File: src/dtcc_pkg.sv
// ----------------------------------------------------------------------------
// Dirty tile change coalescer package
// Shared types, codes and constants.
// ----------------------------------------------------------------------------
package dtcc_pkg;

  localparam int CNT_W  = 7;
  localparam int ADDR_W = 4;
  localparam int DATA_W = 32;

  localparam logic [7:0] GAP_RESET  = 8'd10;
  localparam logic [9:0] Y_SIZE_MAX = 10'd256;
  localparam logic [9:0] Y_PAD      = 10'd4;

  typedef enum logic [1:0] {
    CMD_CHANGE = 2'd0,
    CMD_FLUSH  = 2'd1,
    CMD_PRIO   = 2'd2
  } cmd_t;

  typedef enum logic [2:0] {
    KIND_NONE   = 3'd0,
    KIND_CELL   = 3'd1,
    KIND_LIST   = 3'd2,
    KIND_REGION = 3'd3,
    KIND_HELD   = 3'd4
  } kind_t;

  typedef enum logic [1:0] {
    REG_CHUNK_X = 2'd0,
    REG_CHUNK_Z = 2'd1,
    REG_GAP     = 2'd2
  } reg_idx_t;

  typedef enum logic [2:0] {
    ST_IDLE,
    ST_CHG_RD,
    ST_CHG_CMP,
    ST_CHG_APP,
    ST_FL_DEC,
    ST_FL_RD,
    ST_FL_EMIT
  } state_t;

  typedef struct packed {
    logic signed [21:0] chunk_x;
    logic signed [21:0] chunk_z;
    logic [7:0]         gap_ticks;
  } cfg_t;

  typedef struct packed {
    logic  chg_start;
    logic  flush_start;
    logic  prio_set;
    logic  rd_issue;
    logic  idx_inc;
    logic  list_append;
    logic  out_load;
    kind_t out_kind;
    logic  out_last;
    logic  clear_list;
    logic  flag_clear;
    logic  gap_reload;
  } ctl_t;

  typedef struct packed {
    logic cnt_zero;
    logic cnt_one;
    logic cnt_full;
    logic cnt_below_max;
    logic id_match;
    logic idx_last;
    logic hold;
    logic out_free;
  } sts_t;

endpackage

File: src/dtcc_regs.sv
// ----------------------------------------------------------------------------
// Dirty tile change coalescer: configuration registers
// APB-style register file for chunk origin and region gap.
// ----------------------------------------------------------------------------
module dtcc_regs
  import dtcc_pkg::*;
(
  input  logic              clk,
  input  logic              rst_n,
  input  logic              psel,
  input  logic              penable,
  input  logic              pwrite,
  input  logic [ADDR_W-1:0] paddr,
  input  logic [DATA_W-1:0] pwdata,
  output logic [DATA_W-1:0] prdata,
  output logic              pready,
  output cfg_t              cfg
);

  cfg_t cfg_r;
  logic wr_en;

  assign pready = 1'b1;
  assign wr_en  = psel && penable && pwrite;
  assign cfg    = cfg_r;

  always_ff @(posedge clk) begin
    if (!rst_n) begin
      cfg_r.chunk_x   <= '0;
      cfg_r.chunk_z   <= '0;
      cfg_r.gap_ticks <= GAP_RESET;
    end else if (wr_en) begin
      unique case (paddr[3:2])
        REG_CHUNK_X: cfg_r.chunk_x   <= pwdata[21:0];
        REG_CHUNK_Z: cfg_r.chunk_z   <= pwdata[21:0];
        REG_GAP:     cfg_r.gap_ticks <= pwdata[7:0];
        default: ;
      endcase
    end
  end

  always_comb begin
    unique case (paddr[3:2])
      REG_CHUNK_X: prdata = {10'd0, cfg_r.chunk_x};
      REG_CHUNK_Z: prdata = {10'd0, cfg_r.chunk_z};
      REG_GAP:     prdata = {24'd0, cfg_r.gap_ticks};
      default:     prdata = '0;
    endcase
  end

endmodule

File: src/dtcc_ctrl.sv
// ----------------------------------------------------------------------------
// Dirty tile change coalescer: controller
// Sequences duplicate scans, list appends and flush result emission.
// ----------------------------------------------------------------------------
module dtcc_ctrl
  import dtcc_pkg::*;
(
  input  logic       clk,
  input  logic       rst_n,
  input  logic       in_valid,
  input  logic [1:0] in_cmd,
  output logic       in_stall,
  input  sts_t       sts,
  output ctl_t       ctl
);

  state_t state_r;
  state_t state_nxt;
  logic   in_take;

  assign in_stall = (state_r != ST_IDLE);
  assign in_take  = in_valid && !in_stall;

  always_ff @(posedge clk) begin
    if (!rst_n) begin
      state_r <= ST_IDLE;
    end else begin
      state_r <= state_nxt;
    end
  end

  always_comb begin
    state_nxt = state_r;
    unique case (state_r)
      ST_IDLE: begin
        if (in_take) begin
          unique case (in_cmd)
            CMD_CHANGE: begin
              if (sts.cnt_below_max) begin
                state_nxt = sts.cnt_zero ? ST_CHG_APP : ST_CHG_RD;
              end
            end
            CMD_FLUSH: state_nxt = ST_FL_DEC;
            default:   state_nxt = ST_IDLE;
          endcase
        end
      end
      ST_CHG_RD:  state_nxt = ST_CHG_CMP;
      ST_CHG_CMP: begin
        if (sts.id_match) begin
          state_nxt = ST_IDLE;
        end else if (sts.idx_last) begin
          state_nxt = ST_CHG_APP;
        end else begin
          state_nxt = ST_CHG_RD;
        end
      end
      ST_CHG_APP: state_nxt = ST_IDLE;
      ST_FL_DEC: begin
        if (!sts.cnt_zero && !sts.cnt_one && !sts.cnt_full) begin
          state_nxt = ST_FL_RD;
        end else if (sts.out_free) begin
          state_nxt = ST_IDLE;
        end
      end
      ST_FL_RD:   state_nxt = ST_FL_EMIT;
      ST_FL_EMIT: begin
        if (sts.out_free) begin
          state_nxt = sts.idx_last ? ST_IDLE : ST_FL_RD;
        end
      end
      default: state_nxt = ST_IDLE;
    endcase
  end

  always_comb begin
    ctl          = '0;
    ctl.out_kind = KIND_NONE;
    unique case (state_r)
      ST_IDLE: begin
        if (in_take) begin
          unique case (in_cmd)
            CMD_CHANGE: ctl.chg_start   = 1'b1;
            CMD_FLUSH:  ctl.flush_start = 1'b1;
            CMD_PRIO:   ctl.prio_set    = 1'b1;
            default: ;
          endcase
        end
      end
      ST_CHG_RD: ctl.rd_issue = 1'b1;
      ST_CHG_CMP: begin
        if (!sts.id_match && !sts.idx_last) begin
          ctl.idx_inc = 1'b1;
        end
      end
      ST_CHG_APP: ctl.list_append = 1'b1;
      ST_FL_DEC: begin
        if (sts.out_free) begin
          ctl.out_last = 1'b1;
          if (sts.cnt_zero) begin
            ctl.out_load   = 1'b1;
            ctl.out_kind   = KIND_NONE;
            ctl.flag_clear = 1'b1;
          end else if (sts.cnt_one) begin
            ctl.out_load   = 1'b1;
            ctl.out_kind   = KIND_CELL;
            ctl.clear_list = 1'b1;
          end else if (sts.cnt_full) begin
            ctl.out_load = 1'b1;
            if (sts.hold) begin
              ctl.out_kind = KIND_HELD;
            end else begin
              ctl.out_kind   = KIND_REGION;
              ctl.clear_list = 1'b1;
              ctl.gap_reload = 1'b1;
            end
          end
        end
      end
      ST_FL_RD: ctl.rd_issue = 1'b1;
      ST_FL_EMIT: begin
        if (sts.out_free) begin
          ctl.out_load   = 1'b1;
          ctl.out_kind   = KIND_LIST;
          ctl.out_last   = sts.idx_last;
          ctl.clear_list = sts.idx_last;
          ctl.idx_inc    = !sts.idx_last;
        end
      end
      default: ;
    endcase
  end

endmodule

File: src/dtcc_dp.sv
// ----------------------------------------------------------------------------
// Dirty tile change coalescer: datapath
// Bounding box, change list memory, rate-limit counter and result register.
// ----------------------------------------------------------------------------
module dtcc_dp
  import dtcc_pkg::*;
#(
  parameter int MAX_CHANGES = 10
) (
  input  logic               clk,
  input  logic               rst_n,
  input  logic [3:0]         in_cell_x,
  input  logic [7:0]         in_cell_y,
  input  logic [3:0]         in_cell_z,
  input  logic               in_allow_region,
  input  cfg_t               cfg,
  input  ctl_t               ctl,
  output sts_t               sts,
  input  logic               out_stall,
  output logic               out_valid,
  output logic [2:0]         out_kind,
  output logic signed [25:0] out_pos_x,
  output logic [7:0]         out_pos_y,
  output logic signed [25:0] out_pos_z,
  output logic [4:0]         out_size_x,
  output logic [8:0]         out_size_y,
  output logic [4:0]         out_size_z,
  output logic [6:0]         out_change_total,
  output logic               out_region_sent,
  output logic               out_last
);

  localparam int AW = (MAX_CHANGES > 1) ? $clog2(MAX_CHANGES) : 1;

  logic [15:0]      list_mem [MAX_CHANGES];
  logic [15:0]      rd_data_r;
  logic [15:0]      id_r;
  logic             allow_r;
  logic [CNT_W-1:0] count_r;
  logic [AW-1:0]    idx_r;
  logic [3:0]       x_min_r, x_max_r, z_min_r, z_max_r;
  logic [7:0]       y_min_r, y_max_r;
  logic [7:0]       gap_r;
  logic             flag_r;

  logic             out_valid_r;
  kind_t            out_kind_r;
  logic [25:0]      out_pos_x_r, out_pos_z_r;
  logic [7:0]       out_pos_y_r;
  logic [4:0]       out_size_x_r, out_size_z_r;
  logic [8:0]       out_size_y_r;
  logic [6:0]       out_total_r;
  logic             out_region_r;
  logic             out_last_r;

  logic             cnt_zero;
  logic [6:0]       y_diff;
  logic [9:0]       y_size_full;
  logic [8:0]       y_size;

  assign cnt_zero = (count_r == '0);

  assign sts.cnt_zero      = cnt_zero;
  assign sts.cnt_one       = (count_r == CNT_W'(1));
  assign sts.cnt_full      = (count_r == CNT_W'(MAX_CHANGES));
  assign sts.cnt_below_max = (count_r < CNT_W'(MAX_CHANGES));
  assign sts.id_match      = (rd_data_r == id_r);
  assign sts.idx_last      = ((CNT_W'(idx_r) + CNT_W'(1)) == count_r);
  assign sts.hold          = !flag_r && (!allow_r || (gap_r != '0));
  assign sts.out_free      = !out_valid_r || !out_stall;

  // region y extent: rounded to even bounds, padded, clamped
  assign y_diff      = y_max_r[7:1] - y_min_r[7:1];
  assign y_size_full = {2'b00, y_diff, 1'b0} + Y_PAD;
  assign y_size      = (y_size_full > Y_SIZE_MAX) ? Y_SIZE_MAX[8:0] : y_size_full[8:0];

  always_ff @(posedge clk) begin
    if (ctl.list_append) begin
      list_mem[count_r[AW-1:0]] <= id_r;
    end
    if (ctl.rd_issue) begin
      rd_data_r <= list_mem[idx_r];
    end
  end

  always_ff @(posedge clk) begin
    if (ctl.chg_start) begin
      id_r <= {in_cell_x, in_cell_z, in_cell_y};
    end
    if (ctl.flush_start) begin
      allow_r <= in_allow_region;
    end
  end

  always_ff @(posedge clk) begin
    if (!rst_n) begin
      count_r <= '0;
      idx_r   <= '0;
      x_min_r <= '0;
      x_max_r <= '0;
      y_min_r <= '0;
      y_max_r <= '0;
      z_min_r <= '0;
      z_max_r <= '0;
      gap_r   <= '0;
      flag_r  <= 1'b0;
    end else begin
      if (ctl.chg_start) begin
        if (cnt_zero || in_cell_x < x_min_r) x_min_r <= in_cell_x;
        if (cnt_zero || in_cell_x > x_max_r) x_max_r <= in_cell_x;
        if (cnt_zero || in_cell_y < y_min_r) y_min_r <= in_cell_y;
        if (cnt_zero || in_cell_y > y_max_r) y_max_r <= in_cell_y;
        if (cnt_zero || in_cell_z < z_min_r) z_min_r <= in_cell_z;
        if (cnt_zero || in_cell_z > z_max_r) z_max_r <= in_cell_z;
      end
      if (ctl.chg_start || ctl.flush_start) begin
        idx_r <= '0;
      end else if (ctl.idx_inc) begin
        idx_r <= idx_r + AW'(1);
      end
      if (ctl.flush_start && gap_r != '0) begin
        gap_r <= gap_r - 8'd1;
      end else if (ctl.gap_reload) begin
        gap_r <= cfg.gap_ticks;
      end
      if (ctl.clear_list) begin
        count_r <= '0;
      end else if (ctl.list_append) begin
        count_r <= count_r + CNT_W'(1);
      end
      if (ctl.prio_set) begin
        flag_r <= 1'b1;
      end else if (ctl.clear_list || ctl.flag_clear) begin
        flag_r <= 1'b0;
      end
    end
  end

  always_ff @(posedge clk) begin
    if (!rst_n) begin
      out_valid_r <= 1'b0;
    end else if (ctl.out_load) begin
      out_valid_r <= 1'b1;
    end else if (!out_stall) begin
      out_valid_r <= 1'b0;
    end
  end

  always_ff @(posedge clk) begin
    if (ctl.out_load) begin
      out_kind_r   <= ctl.out_kind;
      out_last_r   <= ctl.out_last;
      out_pos_x_r  <= '0;
      out_pos_y_r  <= '0;
      out_pos_z_r  <= '0;
      out_size_x_r <= '0;
      out_size_y_r <= '0;
      out_size_z_r <= '0;
      out_total_r  <= '0;
      out_region_r <= 1'b0;
      case (ctl.out_kind)
        KIND_CELL: begin
          out_pos_x_r <= {cfg.chunk_x, x_min_r};
          out_pos_y_r <= y_min_r;
          out_pos_z_r <= {cfg.chunk_z, z_min_r};
          out_total_r <= 7'd1;
        end
        KIND_REGION: begin
          out_pos_x_r  <= {cfg.chunk_x, x_min_r};
          out_pos_y_r  <= {y_min_r[7:1], 1'b0};
          out_pos_z_r  <= {cfg.chunk_z, z_min_r};
          out_size_x_r <= {1'b0, x_max_r - x_min_r} + 5'd1;
          out_size_y_r <= y_size;
          out_size_z_r <= {1'b0, z_max_r - z_min_r} + 5'd1;
          out_total_r  <= 7'(MAX_CHANGES);
          out_region_r <= 1'b1;
        end
        KIND_LIST: begin
          out_pos_x_r <= {cfg.chunk_x, rd_data_r[15:12]};
          out_pos_y_r <= rd_data_r[7:0];
          out_pos_z_r <= {cfg.chunk_z, rd_data_r[11:8]};
          out_total_r <= count_r;
        end
        default: ;
      endcase
    end
  end

  assign out_valid        = out_valid_r;
  assign out_kind         = out_kind_r;
  assign out_pos_x        = out_pos_x_r;
  assign out_pos_y        = out_pos_y_r;
  assign out_pos_z        = out_pos_z_r;
  assign out_size_x       = out_size_x_r;
  assign out_size_y       = out_size_y_r;
  assign out_size_z       = out_size_z_r;
  assign out_change_total = out_total_r;
  assign out_region_sent  = out_region_r;
  assign out_last         = out_last_r;

endmodule

File: src/dirty_tile_change_coalescer_unit.sv
// ----------------------------------------------------------------------------
// Dirty tile change coalescer
// Collects changed cells of one chunk column and reports them on flush.
// ----------------------------------------------------------------------------
// Input channel (in_valid/in_stall): one command per transfer. A change
// widens the bounding box and appends the packed cell id to the change list
// unless already listed or the list is full; a prioritise sets the priority
// flag; a flush emits one or more results on the output channel
// (out_valid/out_stall), the final one marked by out_last.
// Sequencing: a prioritise, and a change once the list is full, end in the
// idle state. Otherwise a change passes a read and a compare state per list
// entry scanned, then an append state, or stops at the compare state that
// finds a duplicate; the single read port of the list memory sets this.
// An empty, single-cell or full-list flush loads its one result into the
// output register from the decode state; a list flush loads each result
// from an emit state after a read state. The block takes no new command
// until a flush has placed its last result in the output register.
// Reset clears the list, box, counter and flag and returns the configuration
// to its defaults; the list memory itself needs no clearing. A stalled
// receiver holds the output register and the flush waits without losing
// results. Configuration goes through the APB-style port while idle, which
// binds the user; the block itself does not enforce it.
// ----------------------------------------------------------------------------
module dirty_tile_change_coalescer_unit
  import dtcc_pkg::*;
#(
  parameter int MAX_CHANGES = 10
) (
  input  logic               clk,
  input  logic               rst_n,
  input  logic               psel,
  input  logic               penable,
  input  logic               pwrite,
  input  logic [ADDR_W-1:0]  paddr,
  input  logic [DATA_W-1:0]  pwdata,
  output logic [DATA_W-1:0]  prdata,
  output logic               pready,
  input  logic               in_valid,
  output logic               in_stall,
  input  logic [1:0]         in_cmd,
  input  logic [3:0]         in_cell_x,
  input  logic [7:0]         in_cell_y,
  input  logic [3:0]         in_cell_z,
  input  logic               in_allow_region,
  output logic               out_valid,
  input  logic               out_stall,
  output logic [2:0]         out_kind,
  output logic signed [25:0] out_pos_x,
  output logic [7:0]         out_pos_y,
  output logic signed [25:0] out_pos_z,
  output logic [4:0]         out_size_x,
  output logic [8:0]         out_size_y,
  output logic [4:0]         out_size_z,
  output logic [6:0]         out_change_total,
  output logic               out_region_sent,
  output logic               out_last
);

  cfg_t cfg;
  ctl_t ctl;
  sts_t sts;

  dtcc_regs u_regs (
    .clk     (clk),
    .rst_n   (rst_n),
    .psel    (psel),
    .penable (penable),
    .pwrite  (pwrite),
    .paddr   (paddr),
    .pwdata  (pwdata),
    .prdata  (prdata),
    .pready  (pready),
    .cfg     (cfg)
  );

  dtcc_ctrl u_ctrl (
    .clk      (clk),
    .rst_n    (rst_n),
    .in_valid (in_valid),
    .in_cmd   (in_cmd),
    .in_stall (in_stall),
    .sts      (sts),
    .ctl      (ctl)
  );

  dtcc_dp #(
    .MAX_CHANGES (MAX_CHANGES)
  ) u_dp (
    .clk              (clk),
    .rst_n            (rst_n),
    .in_cell_x        (in_cell_x),
    .in_cell_y        (in_cell_y),
    .in_cell_z        (in_cell_z),
    .in_allow_region  (in_allow_region),
    .cfg              (cfg),
    .ctl              (ctl),
    .sts              (sts),
    .out_stall        (out_stall),
    .out_valid        (out_valid),
    .out_kind         (out_kind),
    .out_pos_x        (out_pos_x),
    .out_pos_y        (out_pos_y),
    .out_pos_z        (out_pos_z),
    .out_size_x       (out_size_x),
    .out_size_y       (out_size_y),
    .out_size_z       (out_size_z),
    .out_change_total (out_change_total),
    .out_region_sent  (out_region_sent),
    .out_last         (out_last)
  );

endmodule

File: config.mk
export PLATFORM = sky130hd
export DESIGN_NAME = dirty_tile_change_coalescer_unit
export DESIGN_NICKNAME = d
export VERILOG_FILES = /design/src/dtcc_pkg.sv /design/src/dtcc_regs.sv /design/src/dtcc_ctrl.sv /design/src/dtcc_dp.sv /design/src/dirty_tile_change_coalescer_unit.sv
export SDC_FILE = /design/constraint.sdc
export NUM_CORES = 1
export LEC_CHECK = 0
export ABC_AREA = 0
export BUFFER_PORTS_ARGS = -buffer_cell sky130_fd_sc_hd__buf_2
export CAP_MARGIN = 20
export CELL_PAD_IN_SITES_DETAIL_PLACEMENT = 0
export CELL_PAD_IN_SITES_GLOBAL_PLACEMENT = 1
export CORE_UTILIZATION = 43
export DETAILED_ROUTE_END_ITERATION = 7
export PLACE_DENSITY_LB_ADDON = 0.1
export RECOVER_POWER = 25
export SYNTH_ARGS = -nofsm -noshare
export SYNTH_HDL_FRONTEND = slang
export SYNTH_SLANG_ARGS = --single-unit
File: constraint.sdc
create_clock -name clk -period 8.4 [get_ports clk]
set_clock_uncertainty 0.1 [all_clocks]
set_input_delay 1.68 -clock clk [delete_from_list [all_inputs] [get_ports clk]]
set_output_delay 1.68 -clock clk [all_outputs]
set_load 0.1 [all_outputs]
==> reports/qor.yml, run 1 <==
setup_path:
  cp_max_fo: 27
  crit_type: "primary input to output port"
  cpMostUsedCell: "buf_2"
  crit_arrival_ns: 3.70
  slowest_stage: "nor2b_1"
  crit_path_max_incr_delay_ns: 0.75
  crit_required_ns: 6.62
  cp_top_family: "buffers and inverters"
  critPathLaunchType: "primary input"
  crit_chain: "buf_2, nor2b_1, nand2_1, o21ai_0, buf_2"
  cp.buffers_inverters: 2
  endpoint_kind: "output port"
clock_network:
  ctsResizeCount: 0
  h-tree-depth: 2
  cts_tree: "done"
  cts-root-buf: "clkbuf_16"
  postCtsHoldBufs: 0
  numCtsBuffers: 43
  path_clk_slew_ns: 0.06
  clk_latency_ns: 0.57
  clock_path_buffers: 3
  clock_sinks: 391
  postCtsSetupRepairBufs: 0
placed_design:
  io_buffer_count: 163
  dpl_cell_area_sq_mm: 0.0184
  dp_hpwl_um: 26000
  dp_cells: 1975
  gp_congestion: 0.781
synthesis:
  synth_most_common_cell: "edfxtp_1"
  synth_commonest_cells: "283 x edfxtp_1, 185 x nand2_1, 108 x dfxtp_1"
  synth_area_leader_cell: "edfxtp_1"
  ys_types: 71
  ys_top_cells_by_area: "edfxtp_1 49%, dfxtp_1 13%, mux2i_1 4.3%"
  ys_seq_area_frac: 0.621
  synth_edf_count: 283
  synthFlopType: "edfxtp_1"
  ys_warn_count: 0
  netlist_area_sq_mm: 0.0172
  async_flop_share: 0
  synth_top_area_share: 0.495
  synthCells: 1349
  synth_area_per_cell_sq_um: 12.7
  ys_ff_latch: 391
floorplan:
  io_pins: 188
  die_h_um: 202
  rows: 72
  dieArea_sq_mm: 0.0408
  core-area_sq_mm: 0.0390
  initial_core_util: 0.440
  die_w_um: 202
global_route:
  grt_max_degree: 63
  grt.total_usage: 0.199
  grt_overflow: 0
  grt_pass1_vias: 11018
  antenna_found_initial: 5
  grt_pass1_wl_um: 62600
sta:
  slew_viol_final: 25
  setup_viol: 0
  worst_pin_slew_ns: 1.51
  whs_ns: 0.359
  max_freq_mhz: 182
  rsz0062_at_grt: "no"
  finalSetupTns_ns: 0
  min_period_ns: 5.48
  maxSlewHeadroom: -0.00513
  hold_viol_final: 0
  period_share: 0.653
final_layout:
  seq_area_sq_mm: 0.0107
  multiInputGateArea_sq_mm: 0.00598
  syn_to_final_growth_pct: 14.7
  stdcell_count: 2056
  fill_cells: 3485
  drive_gt1_frac: 0.177
  nets: 1619
  post-route-cell-area_sq_mm: 0.0197
  final_util: 0.505
status:
  status: "complete, but fails checks"
  violations: "max-capacitance violations, max-slew violations"
power_and_ir_drop:
  peakVddDrop_v: 0.000168
  combPwrFrac: 0.072
  seq_power_share: 0.504
  power.density_mw_per_mm2: 213
  p_int_mw: 3.17
  power_leakage_nw: 7.11
  p_clk_frac: 0.424
  p_sw_frac: 0.242
  power.switching_mw: 1.01
worst_hold_path:
  min_path_type: "flop to flop"
route:
  vias: 10657
  avgRoutedWirePerCell_um: 19.3
  via_per_inst: 5.18
  drt_iter0_drc: 584
  drc_errors: 0
  wl_um: 39700
  firstDrtPassIters: 5
  ant_nets: 0
flow_run:
  cap_violations: 1
==> worst min-delay path: stages, from the launching register on <==
cell     delay (ns)
dfxtp_1        0.31
nand2_1        0.05
mux2i_1        0.05
==> cell families after synthesis <==
group,Yosys count,share of synthesized area
buf+inv,126,0.0353
fa+ha+maj,54,0.0406
xor+xnor,42,0.0214
compound gates,207,0.0763
mux,105,0.0845
other cells,2,0.000437
flops,391,0.621
simple gates,422,0.121
==> worst paths after layout <==
| kind | from | endpoint | slack [ns] | cells past startpoint |
|---|---|---|---|---|
| worst max-delay path | paddr[2] | prdata[3] | 2.92 | 5 |
| worst min-delay path | u_dp.y_max_r[1]$_SDFFE_PN0P_ | u_dp.y_max_r[1]$_SDFFE_PN0P_ | 0.36 | 2 |
| worst max register to register | u_dp.count_r[2]$_SDFFE_PP0P_ | u_dp.out_size_x[1]$_SDFFCE_PP0P_ | 4.50 | 6 |
| worst min register to register | u_dp.y_max_r[1]$_SDFFE_PN0P_ | u_dp.y_max_r[1]$_SDFFE_PN0P_ | 0.36 | 2 |
==> flip-flops by register name, summed over array words and instances, names as in the netlist, 5 cells and up <==
name	count
u_dp.list_mem	160
u_regs.cfg	52
u_dp.out_pos_x	26
u_dp.out_pos_z	26
u_dp.id_r	16
u_dp.rd_data_r	16
u_dp.gap_r	8
u_dp.out_pos_y	8
u_dp.out_size_y	8
u_dp.y_max_r	8
u_dp.y_min_r	8
u_dp.count_r	7
u_dp.out_change_total	7
u_dp.out_size_x	5
u_dp.out_size_z	5
==> metrics by stage <==
stage / setup WS [ns] / power (mW)
floorplan: 1.79 / 2.39
global placement: 2.95 / 2.45
detailed placement: 2.89 / 2.46
CTS: 2.89 / 4.24
global route: 2.77 / 4.34
finish: 2.92 / 4.19
==> cell type report <==
cell class                 instances  area share
sequential                       391       0.541
multi-input combinational        842       0.303
clock buffer                      58      0.0585
timing repair buffer             177      0.0464
tap                              518      0.0329
inverter                          48     0.00940
clock inverter                    21     0.00800
antenna                            1    0.000127
==> layout by cell type, fill, tap and decap left out, drive strengths merged, types with 12 or more instances in the layout <==
cell type    n
edfxtp     283
nand2      187
buf        158
dfxtp      108
a21oi       90
clkbuf      77
mux2i       73
nor2b       70
ha          51
nor2        50
inv         47
mux4        32
xnor2       31
nand3       30
o21ai       26
a211oi      24
clkinv      19
a22o        17
nor3        16
and2        13
conb        12
==> power by group through the flow <==
| stage | registers, mW | clock network (mW) | logic [mW] |
|---|---|---|---|
| 5_1_grt | 2.11 | 1.90 | 0.329 |
| 4_1_cts | 2.11 | 1.83 | 0.305 |
| 6_report | 2.11 | 1.78 | 0.300 |
| 2_1_floorplan | 2.19 | 0 | 0.196 |
| 3_5_place_dp | 2.15 | 0 | 0.304 |
| 3_3_place_gp | 2.15 | 0 | 0.302 |
==> layer usage <==
layer / vias to the layer above / wire length (um) / global-route usage
li1: 5201 / - / -
met1: 5178 / 17500 / 0.255
met2: 205 / 18800 / 0.325
met3: 65 / 2530 / 0.0572
met4: 8 / 855 / 0.0593
met5: - / 49 / 0
Power figures use the tool's default switching activity.
==> run 2: changes to the inputs <==
clock period = 4.75 ns   (was 8.4 ns; I/O delays follow)
==> reports/qor.yml, run 2 (synthesis gave the netlist of run 1 again) <==
setup_path:
  endpoint_kind: "output port"  # unchanged
  crit_type: "primary input to output port"  # unchanged
  rr_worst_depth: 7  # was 6
  crit_required_ns: 3.70  # was 6.62 ns
  critPathLaunchType: "primary input"  # unchanged
  rrSetupSlack_ns: 1.44  # was 4.50 ns
  timing.rr.start: "u_dp.gap_r[3]$_SDFFE_PN0P_"  # was u_dp.count_r[2]$_SDFFE_PP0P_
  crit_arrival_ns: 2.52  # was 3.70 ns
  regToRegEndpoint: "u_dp.out_pos_x[3]$_DFFE_PP_"  # was u_dp.out_size_x[1]$_SDFFCE_PP0P_
  cp_max_fo: 20  # was 27
sta:
  finalSetupTns_ns: 0  # unchanged
  worst_pin_slew_ns: 1.16  # was 1.51 ns
  min_period_ns: 3.57
  hold_viol_final: 0  # unchanged
  slew_viol_final: 0  # was 25
  rsz0062_at_grt: "no"  # unchanged
  setup_viol: 0  # unchanged
  maxSlewHeadroom: 0.224  # was -0.00513
  max_freq_mhz: 280
  period_share: 0.751
floorplan:
  dieArea_sq_mm: 0.0408  # unchanged
  initial_core_util: 0.440  # unchanged
  die_h_um: 202  # unchanged
  die_w_um: 202  # unchanged
  rows: 72  # unchanged
  core-area_sq_mm: 0.0390  # unchanged
  io_pins: 188  # unchanged
placed_design:
  gp_congestion: 0.767  # was 0.781
  io_buffer_count: 163  # unchanged
  dp_hpwl_um: 26700  # was 26000 um
  dpl_cell_area_sq_mm: 0.0184  # about the same
power_and_ir_drop:
  power.density_mw_per_mm2: 372  # was 213 mW/mm^2
  power_mw: 7.32  # was 4.19 mW
  power.switching_mw: 1.77  # was 1.01 mW
  p_sw_frac: 0.242  # about the same
  seq_power_share: 0.510  # was 0.504
  p_int_mw: 5.54  # was 3.17 mW
  combPwrFrac: 0.074  # was 0.072
  p_clk_frac: 0.417  # was 0.424
  power_leakage_nw: 7.12  # was 7.11 nW
  peakVddDrop_v: 0.000254  # was 0.000168 V
final_layout:
  drive_gt1_frac: 0.175  # was 0.177
  largest_reg_flops: 160  # unchanged
  post-route-cell-area_sq_mm: 0.0197  # about the same
  syn_to_final_growth_pct: 14.5  # was 14.7%
  final_common_cell: "edfxtp_1"  # unchanged
  mostFrequentLayoutCells: "283 x edfxtp_1, 185 x nand2_1, 146 x buf_2"  # was 283 x edfxtp_1, 185 x nand2_1, 145 x buf_2
  nets: 1623  # was 1619
clock_network:
  ctsResizeCount: 0  # unchanged
  clk_latency_ns: 0.56  # was 0.57 ns
  clock_path_buffers: 3  # unchanged
  clock_sinks: 391  # unchanged
  postCtsSetupRepairBufs: 0  # unchanged
  postCtsHoldBufs: 0  # unchanged
  path_clk_slew_ns: 0.06  # about the same
  numCtsBuffers: 42  # was 43
  h-tree-depth: 2  # unchanged
  cts-root-buf: "clkbuf_16"  # unchanged
  cts_tree: "done"  # unchanged
worst_hold_path:
  hold_path_depth: 2  # unchanged
  min_path_type: "flop to flop"  # unchanged
  holdCritStartpoint: "u_dp.y_max_r[1]$_SDFFE_PN0P_"  # unchanged
  hold_end: "u_dp.y_max_r[1]$_SDFFE_PN0P_"  # unchanged
route:
  ant_nets: 0  # unchanged
  via_per_inst: 5.17  # was 5.18
  avgRoutedWirePerCell_um: 19.6  # was 19.3 um
  drt_iter0_drc: 646  # was 584
  drc_errors: 0  # unchanged
  firstDrtPassIters: 5  # unchanged
  vias: 10659  # was 10657
  wl_um: 40400  # was 39700 um
global_route:
  grt_max_degree: 57  # was 63
  grt_pass1_wl_um: 63500  # was 62600 um
  grt_overflow: 0  # unchanged
  grt.total_usage: 0.203  # was 0.199
  grt_pass1_vias: 10801  # was 11018
  antenna_found_initial: 1  # was 5
flow_run:
  cap_violations: 0  # was 1
status:
  status: "completed"  # was complete, but fails checks
## run 2: worst max-delay path: stages
cell	delay, ns
buf_2	0.25
nor2b_1	0.64
nand2_1	0.11
o21ai_1	0.11
buf_2	0.44
## run 2: layout make-up
| cell class | instances | area (sq um) |
|---|---|---|
| Inverter | 48 | 185 |
| Sequential cell | 391 | 10700 |
| Multi-Input combinational cell | 842 | 5950 |
| Clock buffer | 55 | 1140 |
| Antenna cell | 1 | 2.50 |
| Tap cell | 518 | 648 |
| Timing Repair Buffer | 182 | 942 |
| Fill cell | 3519 | 19300 |
| Clock inverter | 23 | 145 |
## run 2: metal layers
| layer | up-vias | wire, um | track usage |
|---|---|---|---|
| li1 | 5213 | - | - |
| met1 | 5180 | 19700 | 0.297 |
| met2 | 217 | 18300 | 0.315 |
| met3 | 49 | 1700 | 0.0287 |
| met4 | 0 | 743 | 0.0530 |
| met5 | - | 0 | 0 |
## run 2: per-stage QoR
step	utilization	hold WS, ns	cells	worst slack (ns)
final	0.504	0.366	2060	1.18
after global routing	0.504	0.386	2059	1.00
after CTS	0.505	0.368	2058	1.14
after detailed placement	0.472	0.360	1980	1.14
after global placement	0.472	0.349	1980	1.16
after floorplan	-	0.335	1359	0.196
## run 2: power by group through the flow
stage	sequential [mW]	combinational [mW]	clock, mW
final	3.73	0.539	3.05
after global routing	3.74	0.588	3.26
after CTS	3.73	0.547	3.14
after detailed placement	3.80	0.544	0
after global placement	3.80	0.542	0
after floorplan	3.87	0.348	0
## run 2: worst max-delay path by stage
stage	end	slack [ns]	from	cells after the start
finish	prdata[2]	1.18	paddr[3]	5
global route	prdata[2]	1.0	paddr[3]	5
CTS	prdata[2]	1.14	paddr[3]	5
detailed placement	prdata[2]	1.14	paddr[3]	5
global placement	prdata[4]	1.16	paddr[3]	5
floorplan	prdata[0]	0.20	paddr[2]	3
==> run 3: changes to the inputs <==
clock period = 3.2 ns   (was 4.75 ns; I/O delays follow)
==> reports/qor.yml, run 3 (synthesis gave the netlist of run 1 again) <==
setup_path:
  slowest_stage: "nor3_1"  # was nor2b_1
  cp_top_family: "buffers and inverters"  # was simple AND/OR/NAND/NOR gates
  rr_worst_depth: 9  # was 7
  crit_arrival_ns: 2.25  # was 2.52 ns
  cp_max_fo: 11  # was 20
  cp.buffers_inverters: 3  # was 2
  crit_chain: "clkbuf_1, nor3_1, inv_1, buf_2"  # was buf_2, nor2b_1, nand2_1, o21ai_1, buf_2
  crit_path_max_incr_delay_ns: 0.61  # was 0.64 ns
  regToRegEndpoint: "u_dp.out_size_y[2]$_SDFFCE_PP0P_"  # was u_dp.out_pos_x[3]$_DFFE_PP_
  critPathLaunchType: "flop"  # was primary input
  endpoint_kind: "output port"  # unchanged
  crit_required_ns: 2.46  # was 3.70 ns
  rrSetupSlack_ns: 0.33  # was 1.44 ns
  timing.rr.start: "u_dp.y_min_r[1]$_SDFFE_PN0P_"  # was u_dp.gap_r[3]$_SDFFE_PN0P_
  crit_type: "flop to output port"  # was primary input to output port
power_and_ir_drop:
  p_int_mw: 8.94  # was 5.54 mW
  p_sw_frac: 0.234  # was 0.242
  seq_power_share: 0.474  # was 0.510
  p_clk_frac: 0.455  # was 0.417
  power_leakage_nw: 7.41  # was 7.12 nW
  combPwrFrac: 0.071  # was 0.074
  power.switching_mw: 2.73  # was 1.77 mW
  power.density_mw_per_mm2: 574  # was 372 mW/mm^2
  peakVddDrop_v: 0.000351  # was 0.000254 V
final_layout:
  drive_gt1_frac: 0.202  # was 0.175
  final_common_cell: "edfxtp_1"  # unchanged
  nets: 1649  # was 1623
  largest_reg_flops: 160  # unchanged
  syn_to_final_growth_pct: 18.3  # was 14.5%
  n_antenna_cell: 0  # was 1
  stdcell_count: 2086  # was 2060
  final_util: 0.521  # was 0.504
  mostFrequentLayoutCells: "283 x edfxtp_1, 185 x nand2_1, 138 x buf_2"  # was 283 x edfxtp_1, 185 x nand2_1, 146 x buf_2
floorplan:
  rows: 72  # unchanged
  core-area_sq_mm: 0.0390  # unchanged
  io_pins: 188  # unchanged
  die_w_um: 202  # unchanged
  initial_core_util: 0.440  # unchanged
  dieArea_sq_mm: 0.0408  # unchanged
  die_h_um: 202  # unchanged
sta:
  max_freq_mhz: 334
  worst_pin_slew_ns: 1.11  # was 1.16 ns
  whs_ns: 0.222  # was 0.366 ns
  min_period_ns: 2.99
  timing.final.ws_setup_ns: 0.209  # was 1.18 ns
  setup_viol: 0  # unchanged
  maxSlewHeadroom: 0.262  # was 0.224
  slew_viol_final: 0  # unchanged
  rsz0062_at_grt: "no"  # unchanged
  period_share: 0.935
  hold_viol_final: 0  # unchanged
route:
  vias: 10761  # was 10659
  drc_errors: 0  # unchanged
  ant_nets: 0  # unchanged
  wl_um: 40200  # was 40400 um
  drt_iter0_drc: 674  # was 646
  via_per_inst: 5.16  # was 5.17
  firstDrtPassIters: 7  # was 5
  avgRoutedWirePerCell_um: 19.3  # was 19.6 um
global_route:
  grt.total_usage: 0.202  # was 0.203
  gr-usage-met1: 0.293  # was 0.297
  met3_usage: 0.0366  # was 0.0287
  antenna_found_initial: 0  # was 1
  grt_pass1_vias: 10787  # was 10801
  grt_pass1_wl_um: 62900  # was 63500 um
  met2_usage: 0.314  # was 0.315
  grt_max_degree: 55  # was 57
  grt_busiest_layer: "met2"  # unchanged
  grt_overflow: 0  # unchanged
worst_hold_path:
  hold_end: "u_regs.cfg[20]$_SDFFE_PN0P_"  # was u_dp.y_max_r[1]$_SDFFE_PN0P_
  hold_path_depth: 3  # was 2
  holdCritStartpoint: "pwdata[12]"  # was u_dp.y_max_r[1]$_SDFFE_PN0P_
  min_path_type: "primary input to flop"  # was flop to flop
clock_network:
  h-tree-depth: 2  # unchanged
  postCtsHoldBufs: 0  # unchanged
  clock_sinks: 391  # unchanged
  clk_latency_ns: 0.59  # was 0.56 ns
  cts-root-buf: "clkbuf_16"  # unchanged
  postCtsSetupRepairBufs: 0  # unchanged
  path_clk_slew_ns: 0.06  # about the same
  ctsResizeCount: 0  # unchanged
  cts_tree: "done"  # unchanged
  numCtsBuffers: 43  # was 42
  clock_path_buffers: 3  # unchanged
placed_design:
  gp_congestion: 0.817  # was 0.767
  io_buffer_count: 163  # unchanged
  dp_cells: 2005  # was 1980
  dp_hpwl_um: 26800  # was 26700 um
  pre_cts_slack_ns: 0.189  # was 1.14 ns
status:
  status: "completed"  # unchanged
flow_run:
  cap_violations: 0  # unchanged
[run 3: cell count changes in the layout (fill, tap and decap cells not counted), sizes merged]
cell / before / now
buf: 163 / 187
clkinv: 21 / 19
bufinv: 0 / 8
diode: 1 / 0
clkbuf: 74 / 72
inv: 49 / 48
[run 3: cell type report]
class	count	area, sq um
fill	3424	18700
sequential	391	10700
multi-input combinational	842	5990
timing repair buffer	207	1290
clock buffer	52	1140
tap	518	648
clock inverter	28	400
inverter	48	185
[run 3: worst max-delay path by stage]
stage,startpoint,endpoint,cells after the start
CTS,u_dp.y_min_r[1]$_SDFFE_PN0P_,u_dp.out_size_y[2]$_SDFFCE_PP0P_,9
finish,u_ctrl.state_r[0]$_SDFFE_PN0P_,in_stall,4
detailed placement,out_stall,u_dp.out_pos_z[5]$_DFFE_PP_,7
global placement,out_stall,u_dp.out_pos_x[6]$_DFFE_PP_,7
floorplan,paddr[3],prdata[1],4
global route,u_dp.y_min_r[1]$_SDFFE_PN0P_,u_dp.out_size_y[2]$_SDFFCE_PP0P_,9
[run 3: power by group through the flow]
| stage | clock (mW) | combinational [mW] | sequential [mW] |
|---|---|---|---|
| 6_report | 5.31 | 0.828 | 5.53 |
| 5_1_grt | 5.66 | 0.899 | 5.53 |
| 4_1_cts | 5.46 | 0.843 | 5.53 |
| 3_5_place_dp | 0 | 0.839 | 5.63 |
| 3_3_place_gp | 0 | 0.834 | 5.63 |
| 2_1_floorplan | 0 | 0.519 | 5.73 |
[run 3: worst register-to-register path: cells and delay by family, from the launching register on]
| kind | cells | cell delay [ns] |
|---|---|---|
| flip-flops | 1 | 0.42 |
| AND/OR/NAND/NOR | 2 | 0.68 |
| buffers and inverters | 1 | 0.05 |
| AO/OA/AOI/OAI | 3 | 0.52 |
| XOR/XNOR | 1 | 0.20 |
| adder cells (fa/ha/maj) | 2 | 0.63 |
[run 3: per-stage QoR]
step | total power [mW] | cell area (sq um) | setup TNS, ns
after global routing | 12.1 | 20300 | 0
after floorplan | 6.25 | 17300 | -2.24
final | 11.7 | 20300 | 0
after detailed placement | 6.47 | 18800 | 0
after global placement | 6.47 | 18800 | 0
after CTS | 11.8 | 20300 | 0
[run 3: layer usage]
layer,share of wire,up-vias
met1,0.48,5279
met4,0.016,0
met2,0.47,182
met3,0.036,43
met5,0,-
li1,-,5257
